File: config.mk
export PLATFORM = sky130hd
export DESIGN_NAME = dpd_ctrl
export DESIGN_NICKNAME = d
export VERILOG_FILES = /design/src/design/dpd_pkg.sv /design/src/design/dpd_ctrl.sv
export SDC_FILE = /design/constraint.sdc
export NUM_CORES = 1
export LEC_CHECK = 0
export BUFFER_PORTS_ARGS = -buffer_cell sky130_fd_sc_hd__buf_2
export CAP_MARGIN = 20
export CORE_UTILIZATION = 30
export DETAILED_ROUTE_END_ITERATION = 16
export PLACE_DENSITY = 0.56
export SLEW_MARGIN = 20
export SYNTH_ARGS = -nofsm -noshare
export SYNTH_HDL_FRONTEND = slang
export SYNTH_SLANG_ARGS = --single-unit
export TNS_END_PERCENT = 5
File: constraint.sdc
create_clock -name clk -period 1.4 [get_ports clk]
set_input_delay 0.14 -clock clk [delete_from_list [all_inputs] [get_ports clk]]
set_output_delay 0.14 -clock clk [all_outputs]
set_load 0.005 [all_outputs]
File: src/design/dpd_pkg.sv
`default_nettype none

package dpd_pkg;

  // pipeline depth: normalize 2, distortion 10, depth scaling 3
  localparam int unsigned STAGES = 15;

  typedef logic [STAGES-1:0] stage_en_t;

  // configuration register indexes
  typedef enum logic [2:0] {
    REG_PRINCIPAL_POINT = 3'd0,
    REG_INV_FOCAL_X     = 3'd1,
    REG_INV_FOCAL_Y     = 3'd2,
    REG_RADIAL_K1       = 3'd3,
    REG_RADIAL_K2       = 3'd4,
    REG_RADIAL_K3       = 3'd5,
    REG_TANGENTIAL_P1   = 3'd6,
    REG_TANGENTIAL_P2   = 3'd7
  } cfg_reg_t;

  // values after reset
  localparam logic [31:0] PRINCIPAL_POINT_RST = 32'h0F00_1A80;
  localparam logic [23:0] INV_FOCAL_RST       = 24'd39569;

  // half an lsb for a shift by 24
  localparam logic [64:0] HALF_Q24 = 65'd8388608;

  // saturate a signed value to signed 32 bits
  function automatic logic signed [31:0] ssat32(input logic signed [64:0] v);
    logic signed [31:0] r;
    if (v > 65'sd2147483647) begin
      r = 32'sh7FFF_FFFF;
    end else if (v < -65'sd2147483648) begin
      r = 32'sh8000_0000;
    end else begin
      r = v[31:0];
    end
    return r;
  endfunction

  // saturate an unsigned value to 32 bits
  function automatic logic [31:0] usat32(input logic [64:0] v);
    logic [31:0] r;
    if (v > 65'h0_FFFF_FFFF) begin
      r = 32'hFFFF_FFFF;
    end else begin
      r = v[31:0];
    end
    return r;
  endfunction

endpackage

`default_nettype wire

File: src/design/dpd_ctrl.sv
`default_nettype none

module dpd_ctrl
  import dpd_pkg::*;
(
  input  wire logic      clk,
  input  wire logic      rst,
  input  wire logic      in_valid,
  output logic           in_stall,
  output logic           out_valid,
  input  wire logic      out_stall,
  output stage_en_t      load
);

  stage_en_t         valid;
  logic [STAGES:0]   ready;

  // a stage loads when it is empty or its word moves on
  always_comb begin
    ready[STAGES] = !out_stall;
    for (int i = STAGES - 1; i >= 0; i--) begin
      ready[i] = !valid[i] || ready[i+1];
    end
  end

  assign load      = ready[STAGES-1:0];
  assign in_stall  = !ready[0];
  assign out_valid = valid[STAGES-1];

  // valid bits follow the data
  always_ff @(posedge clk) begin
    if (rst) begin
      valid <= '0;
    end else begin
      valid <= (valid & ~load) | ({valid[STAGES-2:0], in_valid} & load);
    end
  end

endmodule

`default_nettype wire

==> key figures <==
Status
  – Status: complete, but fails checks
  – Failing checks: setup timing

Placement
  – Gp weighted congestion: 0.747
  – DP Wirelength: ~1100 um
  – Placed Area: approximately 840 um2
  – Dpl cells: 132
  – Port Buffers: 20

Routing
  – DRT Wirelength: 1500 um
  – Drt drc: 0
  – DR vias/cell: 4.58
  – First drt pass iteration count: 5
  – Iter 0 DRT Violations: 6
  – Antenna viol nets, final: 0
  – Via count: 636
  – Wire per inst: approximately 11 um

Critical path
  – Crit path max fanout: 6
  – Critical Path Source Type: flop
  – Worst setup path category: flop to output pin
  – CP endpoint kind: output pin
  – Critical Path AT: 1550 ps
  – Critical Path RT: between 1000 and 1500 ps

Synth
  – Syn Nets: 81
  – Synth cell types: 19
  – Synth top cells by count: dfxtp_1 (15), inv_1 (11), a21oi_1 (10)
  – Synth Cell Area: approximately 630 um2
  – Top post-synthesis cells by area: dfxtp_1 (48%), a21oi_1 (8.0%), inv_1 (6.6%)
  – Top-count cell post-synth: dfxtp_1
  – Area fraction of the dominant cell type after synthesis: approximately 48%
  – Seq cells post-synth: 15
  – Number of synthesized flops with an enable pin: 0
  – Register area share after synthesis: 47.7%
  – Mean post-synth cell area: 8.17 um2
  – Ys Warns: 0
  – Gate Count Post-Synth: 77
  – Post-synth top flop: dfxtp_1
  – Synth async-reset ratio: 0%
  – Biggest area consumer among synthesized cells: dfxtp_1

Die
  – Initial Utilization: 32.1%
  – Core area: approximately 2000 um2
  – Die H: 47.8 um
  – Io pins: 21
  – Core Rows: 16
  – Die ar.: 2280 um2
  – Die Wd: 47.8 um

Global route
  – Total Routing Usage GR: 15.2%
  – First-pass GRT wire length: 2300 um
  – Largest net degree at the start of global routing: 16
  – GR Overflow Total: 0
  – Antenna violations before repair: 0
  – Vias in the first global route: 540

Final layout
  – Nets: approximately 120
  – Post-Route Utilization: about half
  – Final cell count without fillers: around 140
  – Post-route cell area: 947 um2
  – Layout area overhead: 50.5%
  – Filler cells: 230
  – Antenna diodes: 0
  – Layout cells sized above 1: 54.5%

STA
  – Fin. Hold Viols: 0
  – Max Transition Viols Final: 0
  – Period utilization: 121%
  – Fmax: slightly below 600 MHz
  – Final setup viols: 12
  – Worst hold slack: 85.2 ps
  – Actual transition at the worst max-transition pin: roughly 300 ps
  – Unrepaired setup endpoints after global routing: true
  – Final WS setup: -291 ps
  – Post-route minimum period: 1690 ps
  – Clock Skew: 3.99 ps
  – Slew headroom: 80.2%

CTS
  – CTS H-tree depth: 1
  – Clock Latency Late Sink: between 200 and 300 ps
  – CTS max path bufs: 2
  – Clk sinks: 15
  – CTS Hold Bufs: 0
  – Clock buffer count from CTS: 3
  – Reg clk slew, reported paths: 90 ps
  – CTS Root Buffer Type: clkbuf_4
  – CTS tree: yes

Job
  – Max cap viols: 0

Power
  – Power Total: roughly 0.70 mW
  – LEAKAGE: 0.358 nW
  – VDD IR max: 0.000572 V
  – Pwr/cell area: 739 nW/um2

Min path
  – Worst Hold Class: input port to flop
[path summary, 6_finish.rpt]
path	from	endpoint	slack [ps]	cells past startpoint
min reg2reg	flop	flop	440	2
max	flop	load[3]	-290	4
max reg2reg	flop	flop	-60	5
min	in_valid	flop	90	2
[stage by stage]
| stage | TNS, ps | worst slack, ps |
|---|---|---|
| finish | -1680 | -291 |
| global route | -2530 | -346 |
| CTS | -1850 | -308 |
| detailed placement | -74.0 | -35.7 |
| global placement | -50.4 | -24.4 |
| floorplan | 0 | 14.6 |
[layout make-up]
type | instances | area [um2] | share of cell area (%)
clock buffer | 3 | 22.5 | 2.38
clock inverter | 1 | 5.00 | 0.528
inverter | 12 | 45.0 | 4.76
multi-input combinational | 46 | 284 | 30.0
sequential | 15 | 315 | 33.3
tap | 27 | 33.8 | 3.57
timing repair buffer | 35 | 241 | 25.5
[placed cells by master, fill, tap and decap left out, types with 2 or more instances in the layout]
cell type / netlist / layout
buf_2: 2 / 16
buf_4: 0 / 14
inv_1: 11 / 11
a21oi_1: 10 / 10
dfxtp_2: 0 / 9
nor2_1: 8 / 7
nand4_1: 6 / 6
nand2_1: 5 / 5
dfxtp_1: 15 / 5
buf_6: 0 / 5
nand3_1: 4 / 3
or4_4: 3 / 3
clkbuf_4: 0 / 3
and4_4: 0 / 2
a21oi_2: 2 / 2
[routing by layer]
layer  part of all wire [%]  vias to the layer above  track usage [%]
met2                     48                       14             24.6
met1                     47                      285             18.5
met5                      0                        -                0
met3                    4.3                        2             6.79
li1                       -                      335                -
met4                   0.67                        0             3.33
[cell families (layout without fill, tap and decap cells)]
group           count (synthesis)  in the layout  synth area share, %
compound gates                 14             14                 13.3
buf+inv                        16             51                 9.94
flops                          15             15                 47.7
simple gates                   32             32                 29.0
[critical path, cell delays in order (launching register included)]
cell	delay, ps
dfxtp_2	340
and4_4	220
inv_2	60
or4_4	520
buf_6	130
[power by group]
| part | total [mW] | internal, mW | switching (mW) |
|---|---|---|---|
| clock | 0.248 | 0.106 | 0.142 |
| combinational | 0.0210 | 0.00895 | 0.0121 |
| sequential | 0.431 | 0.429 | 0.00241 |
| total | 0.700 | 0.544 | 0.157 |
[timing repair]
action / 4_1_cts / 5_1_grt
buffers inserted: 2 / 1
resized for setup: 18 / 3
pin swaps: 6 / 1
endpoints found under the hold margin: 0 / 0
endpoints found under the setup margin: 11 / 16
Power figures use the tool's default switching activity.
