File: config.mk
export PLATFORM = sky130hd
export DESIGN_NAME = dpd_scale
export DESIGN_NICKNAME = d
export VERILOG_FILES = /design/src/design/dpd_pkg.sv /design/src/design/dpd_scale.sv
export SDC_FILE = /design/constraint.sdc
export NUM_CORES = 2
export LEC_CHECK = 0
export BUFFER_PORTS_ARGS = -buffer_cell sky130_fd_sc_hd__buf_2
export CAP_MARGIN = 20
export CORE_AREA = 5 5 311 313
export CTS_CLUSTER_DIAMETER = 150
export CTS_CLUSTER_SIZE = 25
export DETAILED_ROUTE_END_ITERATION = 10
export DIE_AREA = 0 0 316 318
export MAX_ROUTING_LAYER = met4
export PLACE_DENSITY = 0.87
export SYNTH_ARGS = -nofsm -noshare
export SYNTH_HDL_FRONTEND = slang
export SYNTH_SLANG_ARGS = --single-unit
File: constraint.sdc
create_clock -name clk -period 11.2 [get_ports clk]
set_input_delay 2.24 -clock clk [delete_from_list [all_inputs] [get_ports clk]]
set_output_delay 2.24 -clock clk [all_outputs]
set_load 0.01 [all_outputs]
File: src/design/dpd_pkg.sv
`default_nettype none

package dpd_pkg;

  // pipeline depth: normalize 2, distortion 10, depth scaling 3
  localparam int unsigned STAGES = 15;

  typedef logic [STAGES-1:0] stage_en_t;

  // configuration register indexes
  typedef enum logic [2:0] {
    REG_PRINCIPAL_POINT = 3'd0,
    REG_INV_FOCAL_X     = 3'd1,
    REG_INV_FOCAL_Y     = 3'd2,
    REG_RADIAL_K1       = 3'd3,
    REG_RADIAL_K2       = 3'd4,
    REG_RADIAL_K3       = 3'd5,
    REG_TANGENTIAL_P1   = 3'd6,
    REG_TANGENTIAL_P2   = 3'd7
  } cfg_reg_t;

  // values after reset
  localparam logic [31:0] PRINCIPAL_POINT_RST = 32'h0F00_1A80;
  localparam logic [23:0] INV_FOCAL_RST       = 24'd39569;

  // half an lsb for a shift by 24
  localparam logic [64:0] HALF_Q24 = 65'd8388608;

  // saturate a signed value to signed 32 bits
  function automatic logic signed [31:0] ssat32(input logic signed [64:0] v);
    logic signed [31:0] r;
    if (v > 65'sd2147483647) begin
      r = 32'sh7FFF_FFFF;
    end else if (v < -65'sd2147483648) begin
      r = 32'sh8000_0000;
    end else begin
      r = v[31:0];
    end
    return r;
  endfunction

  // saturate an unsigned value to 32 bits
  function automatic logic [31:0] usat32(input logic [64:0] v);
    logic [31:0] r;
    if (v > 65'h0_FFFF_FFFF) begin
      r = 32'hFFFF_FFFF;
    end else begin
      r = v[31:0];
    end
    return r;
  endfunction

endpackage

`default_nettype wire

File: src/design/dpd_scale.sv
`default_nettype none

module dpd_scale
  import dpd_pkg::*;
(
  input  wire logic               clk,
  input  wire logic [2:0]         en,
  input  wire logic signed [64:0] acc_x,
  input  wire logic signed [64:0] acc_y,
  input  wire logic [15:0]        depth_in,
  output logic signed [27:0]      point_x,
  output logic signed [27:0]      point_y,
  output logic [15:0]             point_z
);

  // saturate to signed q19.8
  function automatic logic signed [27:0] sat28(input logic signed [41:0] v);
    logic signed [27:0] r;
    if (v > 42'sd134217727) begin
      r = 28'sh7FF_FFFF;
    end else if (v < -42'sd134217728) begin
      r = 28'sh800_0000;
    end else begin
      r = v[27:0];
    end
    return r;
  endfunction

  logic signed [64:0]  sum_nx, sum_ny;
  logic signed [40:0]  s13_nx, s13_ny;
  logic [15:0]         s13_depth;
  logic signed [57:0]  s14_mx, s14_my;
  logic [15:0]         s14_depth;
  logic signed [57:0]  sum_px, sum_py;

  // stage 13: round back to q.24
  always_comb begin
    sum_nx = acc_x + 65'sd8388608;
    sum_ny = acc_y + 65'sd8388608;
  end

  always_ff @(posedge clk) begin
    if (en[0]) begin
      s13_nx    <= $signed(sum_nx[64:24]);
      s13_ny    <= $signed(sum_ny[64:24]);
      s13_depth <= depth_in;
    end
  end

  // stage 14: scale by depth
  always_ff @(posedge clk) begin
    if (en[1]) begin
      s14_mx    <= s13_nx * $signed({1'b0, s13_depth});
      s14_my    <= s13_ny * $signed({1'b0, s13_depth});
      s14_depth <= s13_depth;
    end
  end

  // stage 15: round to q.8 and saturate into the output word
  always_comb begin
    sum_px = s14_mx + 58'sd32768;
    sum_py = s14_my + 58'sd32768;
  end

  always_ff @(posedge clk) begin
    if (en[2]) begin
      point_x <= sat28($signed(sum_px[57:16]));
      point_y <= sat28($signed(sum_py[57:16]));
      point_z <= s14_depth;
    end
  end

endmodule

`default_nettype wire

==> results.json <==
{
  "cts_max_level": 1,
  "drcViolationCount": 0,
  "grt_max_degree": 84,
  "utilization_pct": 61.7,
  "drv_cap": 0,
  "cts_made_buffers": 15,
  "clock-sinks": 272,
  "grt_usage_pct": 29.5,
  "worst_pin_slew_ns": 1.19,
  "netlist_area_um2": 55800,
  "fin_crit_sh_pct": 77.5,
  "postCtsHoldBufs": 0,
  "dieHeight_um": 318,
  "antenna_found_initial": 17,
  "ys_seq_area_share_pct": 14.6,
  "clk_latency_ns": 0.58,
  "vias_per_cell": 5.66,
  "worstPathRequired_ns": 11.54,
  "min_period_ns": 8.69,
  "drt_iter0_drc": 3254,
  "wl_per_cell_um": 19.6,
  "cts_resized": 0,
  "clock_path_buffers": 3,
  "finalWeightedCongestion": 0.949,
  "cts.reportedPaths.clkPinSlew_ns": 0.10,
  "cp-end-kind": "flop",
  "synthArstFlopShare_pct": 0,
  "tns_ns": 0,
  "hpwl_mm": 106,
  "grt_overflow": 0,
  "worstHoldPathCells": 0,
  "dpl-instance-area_um2": 57600,
  "outcome": "complete, no violations",
  "max_stage_delay_ns": 0.96,
  "drt-pass1-iter-count": 6,
  "clock-root-buffer": "clkbuf_16",
  "yosys_warnings": 0,
  "final_layout_size_suffix_gt1_share_pct": 4.74,
  "vias": 40337,
  "critPathMaxFanout": 65,
  "ant_nets": 0,
  "arrival_ns": 9.02,
  "die_area_um2": 100000,
  "final_area_um2": 58000,
  "critPathKind": "reg2reg",
  "path_cells": "buf_4 -> nand2_1 -> fa_1 -> fa_1 -> fa_1 -> inv_1 -> fa_1 -> fa_1 -> inv_1 -> fa_1 -> inv_1 -> ha_1 -> a211oi_1 -> o2111ai_1 -> a2111oi_1 -> nor4_1 -> o21ai_1 -> a21oi_1 -> a31o_2 -> a311o_1 -> o211a_1",
  "fin_skew_ns": 0.0299,
  "synth.distinct_cells": 76,
  "max_freq_mhz": 115,
  "io_buffers": 175,
  "synth_ff_type": "edfxtp_1",
  "rsz0062_at_grt": "no",
  "final_common_cell": "inv_1",
  "setup_viol": 0,
  "pin_count": 222,
  "cts_setup_buffers": 0,
  "synthToLayoutAreaGrowth_pct": 4.04,
  "synthesis.instances": 5874,
  "die-width_um": 316,
  "fp-row-count": 113,
  "crit_path_start_kind": "flop",
  "first_global_vias": 45579,
  "synth_edf_count": 272,
  "grt_pass1_wl_mm": 230,
  "coreArea_um2": 94000,
  "hold_violations": 0,
  "layout_common_cells": "inv_1 (1422), fa_1 (1226), nand2_1 (929)",
  "slew_violations": 0,
  "wirelength_mm": 140,
  "cts_tree": "done",
  "crit_path_frequent_cell": "fa_1",
  "maxSlewHeadroom_pct": 20.3,
  "cp_slowest_cell": "edfxtp_1",
  "nets": 7493,
  "ys_ff_latch": 272,
  "synthesis.nets": 7520,
  "hold_path_class": "reg2reg",
  "reg2reg_depth": 21,
  "initial_core_util_pct": 59.3,
  "syn_area_per_cell_um2": 9.50
}
-- layout make-up --
class / instances / area [µm²]
sequential: 272 / 8170
tap: 1265 / 1580
antenna: 16 / 40.0
timing repair buffer: 213 / 1200
inverter: 1422 / 5340
fill: 7258 / 36000
clock inverter: 3 / 40.0
multi-input combinational: 3923 / 41300
clock buffer: 17 / 383
-- cells by family (layout without fill, tap and decap cells) --
kind of cell,Yosys count,count (layout),share of synthesized area [%]
AO/OA/AOI/OAI,374,374,4.40
AND/OR/NAND/NOR,1810,1810,15.7
multiplexers,9,9,0.173
other,0,16,0
adder cells (fa/ha/maj),1496,1496,50.1
buffers and inverters,1679,1655,11.4
flip-flops,272,272,14.6
XOR/XNOR,234,234,3.67
-- per-layer routing --
layer / share of wire (%) / vias up / wire (µm) / track usage, %
met4: 4.7 / 0 / 6610 / 12.3
li1: - / 17363 / - / -
met1: 36 / 20029 / 50000 / 35.7
met5: 0 / - / 0 / -
met3: 12 / 533 / 17400 / 8.41
met2: 47 / 2412 / 65700 / 46.7
-- through the flow --
step                      hold slack (ns)  setup slack, ns  cells
after floorplan                     0.400             4.44   5874
after global placement              0.403             2.77   7094
after detailed placement            0.405             2.70   7094
after CTS                           0.422             2.69   7114
after global routing                0.424             2.14   7130
final                               0.425             2.51   7131
-- critical path, delay by kind of cell (launching register included) --
family / cells / cell delay [ns]
AO/OA/AOI/OAI: 8 / 2.71
buffers and inverters: 4 / 1.10
AND/OR/NAND/NOR: 2 / 0.36
adder cells (fa/ha/maj): 7 / 3.31
flip-flops: 1 / 0.96
-- flip-flops by register name, summed over array words and instances, names as in the netlist --
| name | count |
|---|---|
| s13_depth | 16 |
| s14_mx | 43 |
| s14_depth | 16 |
| point_z | 16 |
| s13_ny | 41 |
| s13_nx | 41 |
| point_y | 28 |
| point_x | 28 |
| s14_my | 43 |
-- synth_stat cells, types with 10 or more instances --
| master | n | area, µm² |
|---|---|---|
| inv_1 | 1422 | 5340 |
| fa_1 | 1226 | 24500 |
| nand2_1 | 929 | 3490 |
| and2_1 | 515 | 3220 |
| edfxtp_1 | 272 | 8170 |
| ha_1 | 270 | 3380 |
| clkbuf_1 | 244 | 916 |
| xnor2_1 | 148 | 1300 |
| a21oi_1 | 122 | 611 |
| nor2_1 | 90 | 338 |
| xor2_1 | 86 | 753 |
| nand3_1 | 83 | 415 |
| o21ai_0 | 56 | 280 |
| a21o_1 | 54 | 405 |
| nand4_1 | 52 | 325 |
| and3_1 | 45 | 282 |
| nor3_1 | 27 | 135 |
| o21ai_2 | 20 | 175 |
| and4_1 | 18 | 158 |
| o21bai_1 | 13 | 97.6 |
| nand2b_1 | 12 | 75.1 |
| o21a_1 | 12 | 90.1 |
| a31oi_1 | 10 | 62.6 |
| o211ai_1 | 10 | 75.1 |
-- path summary, 6_finish.rpt --
| path | startpoint | endpoint | slack, ns |
|---|---|---|---|
| max | s13_depth[3] | s14_mx[46] | 2.51 |
| min | s14_depth[5] | point_z[5] | 0.43 |
| max reg2reg | s13_depth[3] | s14_mx[46] | 2.51 |
| min reg2reg | s14_depth[5] | point_z[5] | 0.43 |
Power is not shown: default switching activity piles up to over one toggle a cycle in this logic, so the estimate is an artifact.
