File: src/design/dpd_pkg.sv
`default_nettype none

package dpd_pkg;

  // pipeline depth: normalize 2, distortion 10, depth scaling 3
  localparam int unsigned STAGES = 15;

  typedef logic [STAGES-1:0] stage_en_t;

  // configuration register indexes
  typedef enum logic [2:0] {
    REG_PRINCIPAL_POINT = 3'd0,
    REG_INV_FOCAL_X     = 3'd1,
    REG_INV_FOCAL_Y     = 3'd2,
    REG_RADIAL_K1       = 3'd3,
    REG_RADIAL_K2       = 3'd4,
    REG_RADIAL_K3       = 3'd5,
    REG_TANGENTIAL_P1   = 3'd6,
    REG_TANGENTIAL_P2   = 3'd7
  } cfg_reg_t;

  // values after reset
  localparam logic [31:0] PRINCIPAL_POINT_RST = 32'h0F00_1A80;
  localparam logic [23:0] INV_FOCAL_RST       = 24'd39569;

  // half an lsb for a shift by 24
  localparam logic [64:0] HALF_Q24 = 65'd8388608;

  // saturate a signed value to signed 32 bits
  function automatic logic signed [31:0] ssat32(input logic signed [64:0] v);
    logic signed [31:0] r;
    if (v > 65'sd2147483647) begin
      r = 32'sh7FFF_FFFF;
    end else if (v < -65'sd2147483648) begin
      r = 32'sh8000_0000;
    end else begin
      r = v[31:0];
    end
    return r;
  endfunction

  // saturate an unsigned value to 32 bits
  function automatic logic [31:0] usat32(input logic [64:0] v);
    logic [31:0] r;
    if (v > 65'h0_FFFF_FFFF) begin
      r = 32'hFFFF_FFFF;
    end else begin
      r = v[31:0];
    end
    return r;
  endfunction

endpackage

`default_nettype wire

File: src/design/dpd_normalize.sv
`default_nettype none

module dpd_normalize
  import dpd_pkg::*;
#(
  parameter int unsigned MAX_COLUMNS = 1024,
  parameter int unsigned MAX_ROWS    = 1024
) (
  input  wire logic               clk,
  input  wire logic [1:0]         en,
  input  wire logic [31:0]        principal_point,
  input  wire logic [23:0]        inv_focal_x,
  input  wire logic [23:0]        inv_focal_y,
  input  wire logic [9:0]         column,
  input  wire logic [9:0]         row,
  input  wire logic [15:0]        depth_mm,
  output logic signed [31:0]      norm_x,
  output logic signed [31:0]      norm_y,
  output logic [15:0]             depth
);

  localparam logic [12:0] COL_LIM = 13'(MAX_COLUMNS - 1);
  localparam logic [12:0] ROW_LIM = 13'(MAX_ROWS - 1);

  logic [9:0]          col_c;
  logic [9:0]          row_c;
  logic signed [17:0]  dx;
  logic signed [17:0]  dy;
  logic signed [42:0]  prodx;
  logic signed [42:0]  prody;
  logic signed [42:0]  s1_prodx;
  logic signed [42:0]  s1_prody;
  logic [15:0]         s1_depth;
  logic signed [42:0]  sumx;
  logic signed [42:0]  sumy;

  // clip to the image, offset by the principal point, scale by 1/f
  always_comb begin
    col_c = ({3'b000, column} > COL_LIM) ? COL_LIM[9:0] : column;
    row_c = ({3'b000, row} > ROW_LIM) ? ROW_LIM[9:0] : row;
    dx    = $signed({4'b0000, col_c, 4'b0000}) - $signed({2'b00, principal_point[15:0]});
    dy    = $signed({4'b0000, row_c, 4'b0000}) - $signed({2'b00, principal_point[31:16]});
    prodx = dx * $signed({1'b0, inv_focal_x});
    prody = dy * $signed({1'b0, inv_focal_y});
  end

  always_ff @(posedge clk) begin
    if (en[0]) begin
      s1_prodx <= prodx;
      s1_prody <= prody;
      s1_depth <= depth_mm;
    end
  end

  // round to q.24 and saturate
  always_comb begin
    sumx = s1_prodx + 43'sd8;
    sumy = s1_prody + 43'sd8;
  end

  always_ff @(posedge clk) begin
    if (en[1]) begin
      norm_x <= ssat32(65'($signed(sumx[42:4])));
      norm_y <= ssat32(65'($signed(sumy[42:4])));
      depth  <= s1_depth;
    end
  end

endmodule

`default_nettype wire

File: config.mk
export PLATFORM = sky130hd
export DESIGN_NAME = dpd_normalize
export DESIGN_NICKNAME = d
export VERILOG_FILES = /design/src/design/dpd_pkg.sv /design/src/design/dpd_normalize.sv
export SDC_FILE = /design/constraint.sdc
export NUM_CORES = 2
export LEC_CHECK = 0
export CORE_ASPECT_RATIO = 0.9
export CORE_MARGIN = 2
export CORE_UTILIZATION = 53
export DETAILED_ROUTE_END_ITERATION = 10
export DONT_BUFFER_PORTS = 1
export GPL_ROUTABILITY_DRIVEN = 0
export PLACE_DENSITY = 0.76
export SETUP_SLACK_MARGIN = 0.4
export SKIP_LAST_GASP = 1
export SLEW_MARGIN = 15
export SYNTH_ARGS = -nofsm -noshare
export SYNTH_HDL_FRONTEND = slang
export SYNTH_SLANG_ARGS = --single-unit
File: constraint.sdc
create_clock -name clk -period 13.64 [get_ports clk]
set_input_delay 3.41 -clock clk [delete_from_list [all_inputs] [get_ports clk]]
set_output_delay 3.41 -clock clk [all_outputs]
set_load 0.01 [all_outputs]
==> qor.csv <==
stage;metric;value;unit
grt;first-pass GRT wire length;138;mm
clocking;Worst-Skew Late Latency;0.44;ns
logic_synthesis;EDFF count, synth;174;
setup_path;CP peak stage delay;0.83;ns
drt;DRT Wirelength;84.1;mm
setup_path;WP data required;13.82;ns
drt;DRT met1 WL;36.1;mm
drt;Vias per Instance;5.49;
grt;vias in the first global route;26400;
drt;Top Layer Used;met4;
clocking;setup bufs post-CTS;0;
timing;period utilization;0.850;
drt;Met2 Routed Length;38.9;mm
setup_path;CP max FO;24;
logic_synthesis;sequential area share after synthesis;0.150;
drt;DRT Pass-1 Iters;6;
die;Initial Util;0.534;
logic_synthesis;Syn Std Cell Area;0.0349;mm²
final_layout;layout cells sized above 1;0.0341;
final_layout;commonest non-fill, non-tap cells in the layout;862 x inv_1, 658 x fa_1, 542 x nand2_1;
placed_design;detailed placement HPWL;66.3;mm
grt;initial antenna violation count;0;
timing;# setup viols final;0;
logic_synthesis;Synthesis Warnings;0;
drt;Vias;25000;
logic_synthesis;Synth Register Bits;174;
final_layout;ant diodes;0;
die;I/O Pins;199;
clocking;clk root buf;clkbuf_16;
die;row count;89;
drt;WL per Instance;18.5;µm
timing;hold_ws;0.420;ns
setup_path;Most common cell on crit path;fa_1;
final_layout;commonest non-fill, non-tap cell in the layout;inv_1;
logic_synthesis;Mapped Nets;4851;
grt;largest net degree at the start of global routing;95;
grt;GRT Total Usage;0.258;
die;die area;0.0680;mm²
clocking;hold buffer count at cts;0;
timing;final hold vios;0;
timing;Setup TNS;0;ns
clocking;clk buf depth;2;
drt;Final ANT Viol Nets;0;
final_layout;storage element area;0.00523;mm²
timing;max-slew violation count;0;
setup_path;Crit Path Class;in2reg;
die;Die Y;248;µm
job;number of max-cap violations;0;
drt;Detailed Route Iter0 Violations;2044;
setup_path;Reg2Reg Setup Slack;10.06;ns
setup_path;worst path arrival time;11.78;ns
final_layout;area grow syn2layout;4.38;%
logic_synthesis;ys flop type;edfxtp_1;
placed_design;I/O Buffers;0;
final_layout;fill cell count;5605;
timing;Tmin final;11.60;ns
timing;RSZ-0062 raised after global routing;false;
timing;Least-Margin Pin Slew;1.15;ns
clocking;TritonCTS clock tree;built;
timing;Worst Skew;0.0124;ns
min_path;type of the tightest min-delay check;reg2reg;
final_layout;final net count;4760;
setup_path;Startpoint Class;primary input;
final_layout;multi-input logic area;0.0261;mm²
die;Die Width;275;µm
logic_synthesis;syn_area_per_cell;9.27;µm²
clocking;CTS Buf Count;17;
logic_synthesis;Gate Count Post-Synth;3770;
setup_path;Worst path slowest cell;xor2_2;
run_status;outcome;finished clean;
clocking;clk slew on worst S/H paths;0.07;ns
die;core footprint;0.0654;mm²
grt;Remaining Overflow, GRT;0;
drt;Post-route DRC;0;
clocking;CTS Sinks;174;
timing;Max Freq;86.2;MHz
clocking;H-Tree Depth;4;
setup_path;Worst setup EP type;flop;
logic_synthesis;Synth cell types;81;
clocking;post-cts sizing count;0;
logic_synthesis;Synth async-reset ratio;0;
timing;Max-slew headroom;0.227;
drt;routed wl met3;7.18;mm
cell families (layout without fill, tap and decap cells):
logic type	count (synthesis)	in the layout	share of synthesized area
AO/OA/AOI/OAI	314	314	0.0557
XOR/XNOR	155	155	0.0391
adder cells (fa/ha/maj)	962	962	0.486
buffers and inverters	999	921	0.109
flip-flops	174	174	0.150
multiplexers	1	1	0.000322
AND/OR/NAND/NOR	1165	1165	0.161
synthesized netlist by cell type, types with 2 or more instances:
cell	instances	area [µm²]
buf_2	10	50.1
o21bai_1	11	82.6
or2_1	8	50.1
a31o_2	4	35.0
nand2b_1	12	75.1
nand3_1	63	315
nor4_2	3	37.5
edfxtp_1	174	5230
o21ai_1	25	125
buf_6	2	22.5
xor2_1	60	526
nor4_1	5	31.3
clkbuf_1	119	447
inv_1	862	3240
o21ai_0	90	450
a21oi_2	3	26.3
a21oi_1	83	415
nor3_1	20	100
or2_2	16	100
a31oi_1	6	37.5
and2_1	299	1870
nor3_2	2	20.0
o31ai_1	4	30.0
nand4_1	23	144
nor2_1	119	447
nor2b_1	10	62.6
xnor2_1	94	823
o31a_1	5	43.8
o21bai_2	2	22.5
fa_1	658	13200
a21o_1	29	218
and4_1	5	43.8
a21boi_1	2	15.0
buf_4	4	30.0
o21a_1	13	97.6
a211oi_1	11	82.6
a221oi_1	3	26.3
and3_1	24	150
nand2_1	542	2030
ha_1	304	3800
sequential cells by signal, summed over array words and instances, names as in the netlist:
signal	flops
depth	16
s1_prody	39
s1_depth	16
norm_x	32
norm_y	32
s1_prodx	39
final cells by class:
| cell class | instances | share of cell area |
|---|---|---|
| repair buffers | 27 | 0.00556 |
| clock buffers | 17 | 0.0117 |
| multi-input cells | 2597 | 0.716 |
| inverters | 862 | 0.0887 |
| flip-flops and latches | 174 | 0.143 |
| clock inverters | 15 | 0.00546 |
| well taps | 864 | 0.0296 |
worst paths after layout:
check | from | end | cells after the start
worst max register to register | s1_prody[3]$_DFFE_PP_ | norm_y[22]$_SDFFCE_PN1P_ | 11
worst max-delay path | principal_point[4] | s1_prodx[38]$_DFFE_PP_ | 30
worst min register to register | s1_depth[10]$_DFFE_PP_ | depth[10]$_DFFE_PP_ | 0
worst min-delay path | s1_depth[10]$_DFFE_PP_ | depth[10]$_DFFE_PP_ | 0
routing by layer:
metal,global-route usage,up-vias
met5,0,-
met4,0.0707,0
met3,0.0462,143
met2,0.411,1041
met1,0.365,12600
li1,-,11200
worst max-delay path, delay by kind of cell:
family / cells / cell delay (ns)
AO/OA/AOI/OAI: 12 / 2.54
XOR/XNOR: 2 / 0.91
adder cells (fa/ha/maj): 8 / 3.84
buffers and inverters: 3 / 0.11
AND/OR/NAND/NOR: 5 / 0.96
per-stage QoR:
step,worst slack (ns),area [µm²],cells,utilization
after global routing,1.43,36500,4556,0.558
after global placement,1.77,35800,4524,0.548
final,2.04,36500,4556,0.558
after detailed placement,1.61,35800,4524,0.548
after floorplan,2.83,34900,3770,-
after CTS,2.08,36500,4556,0.558
Power is not shown: default switching activity piles up to over one toggle a cycle in this logic, so the estimate is an artifact.
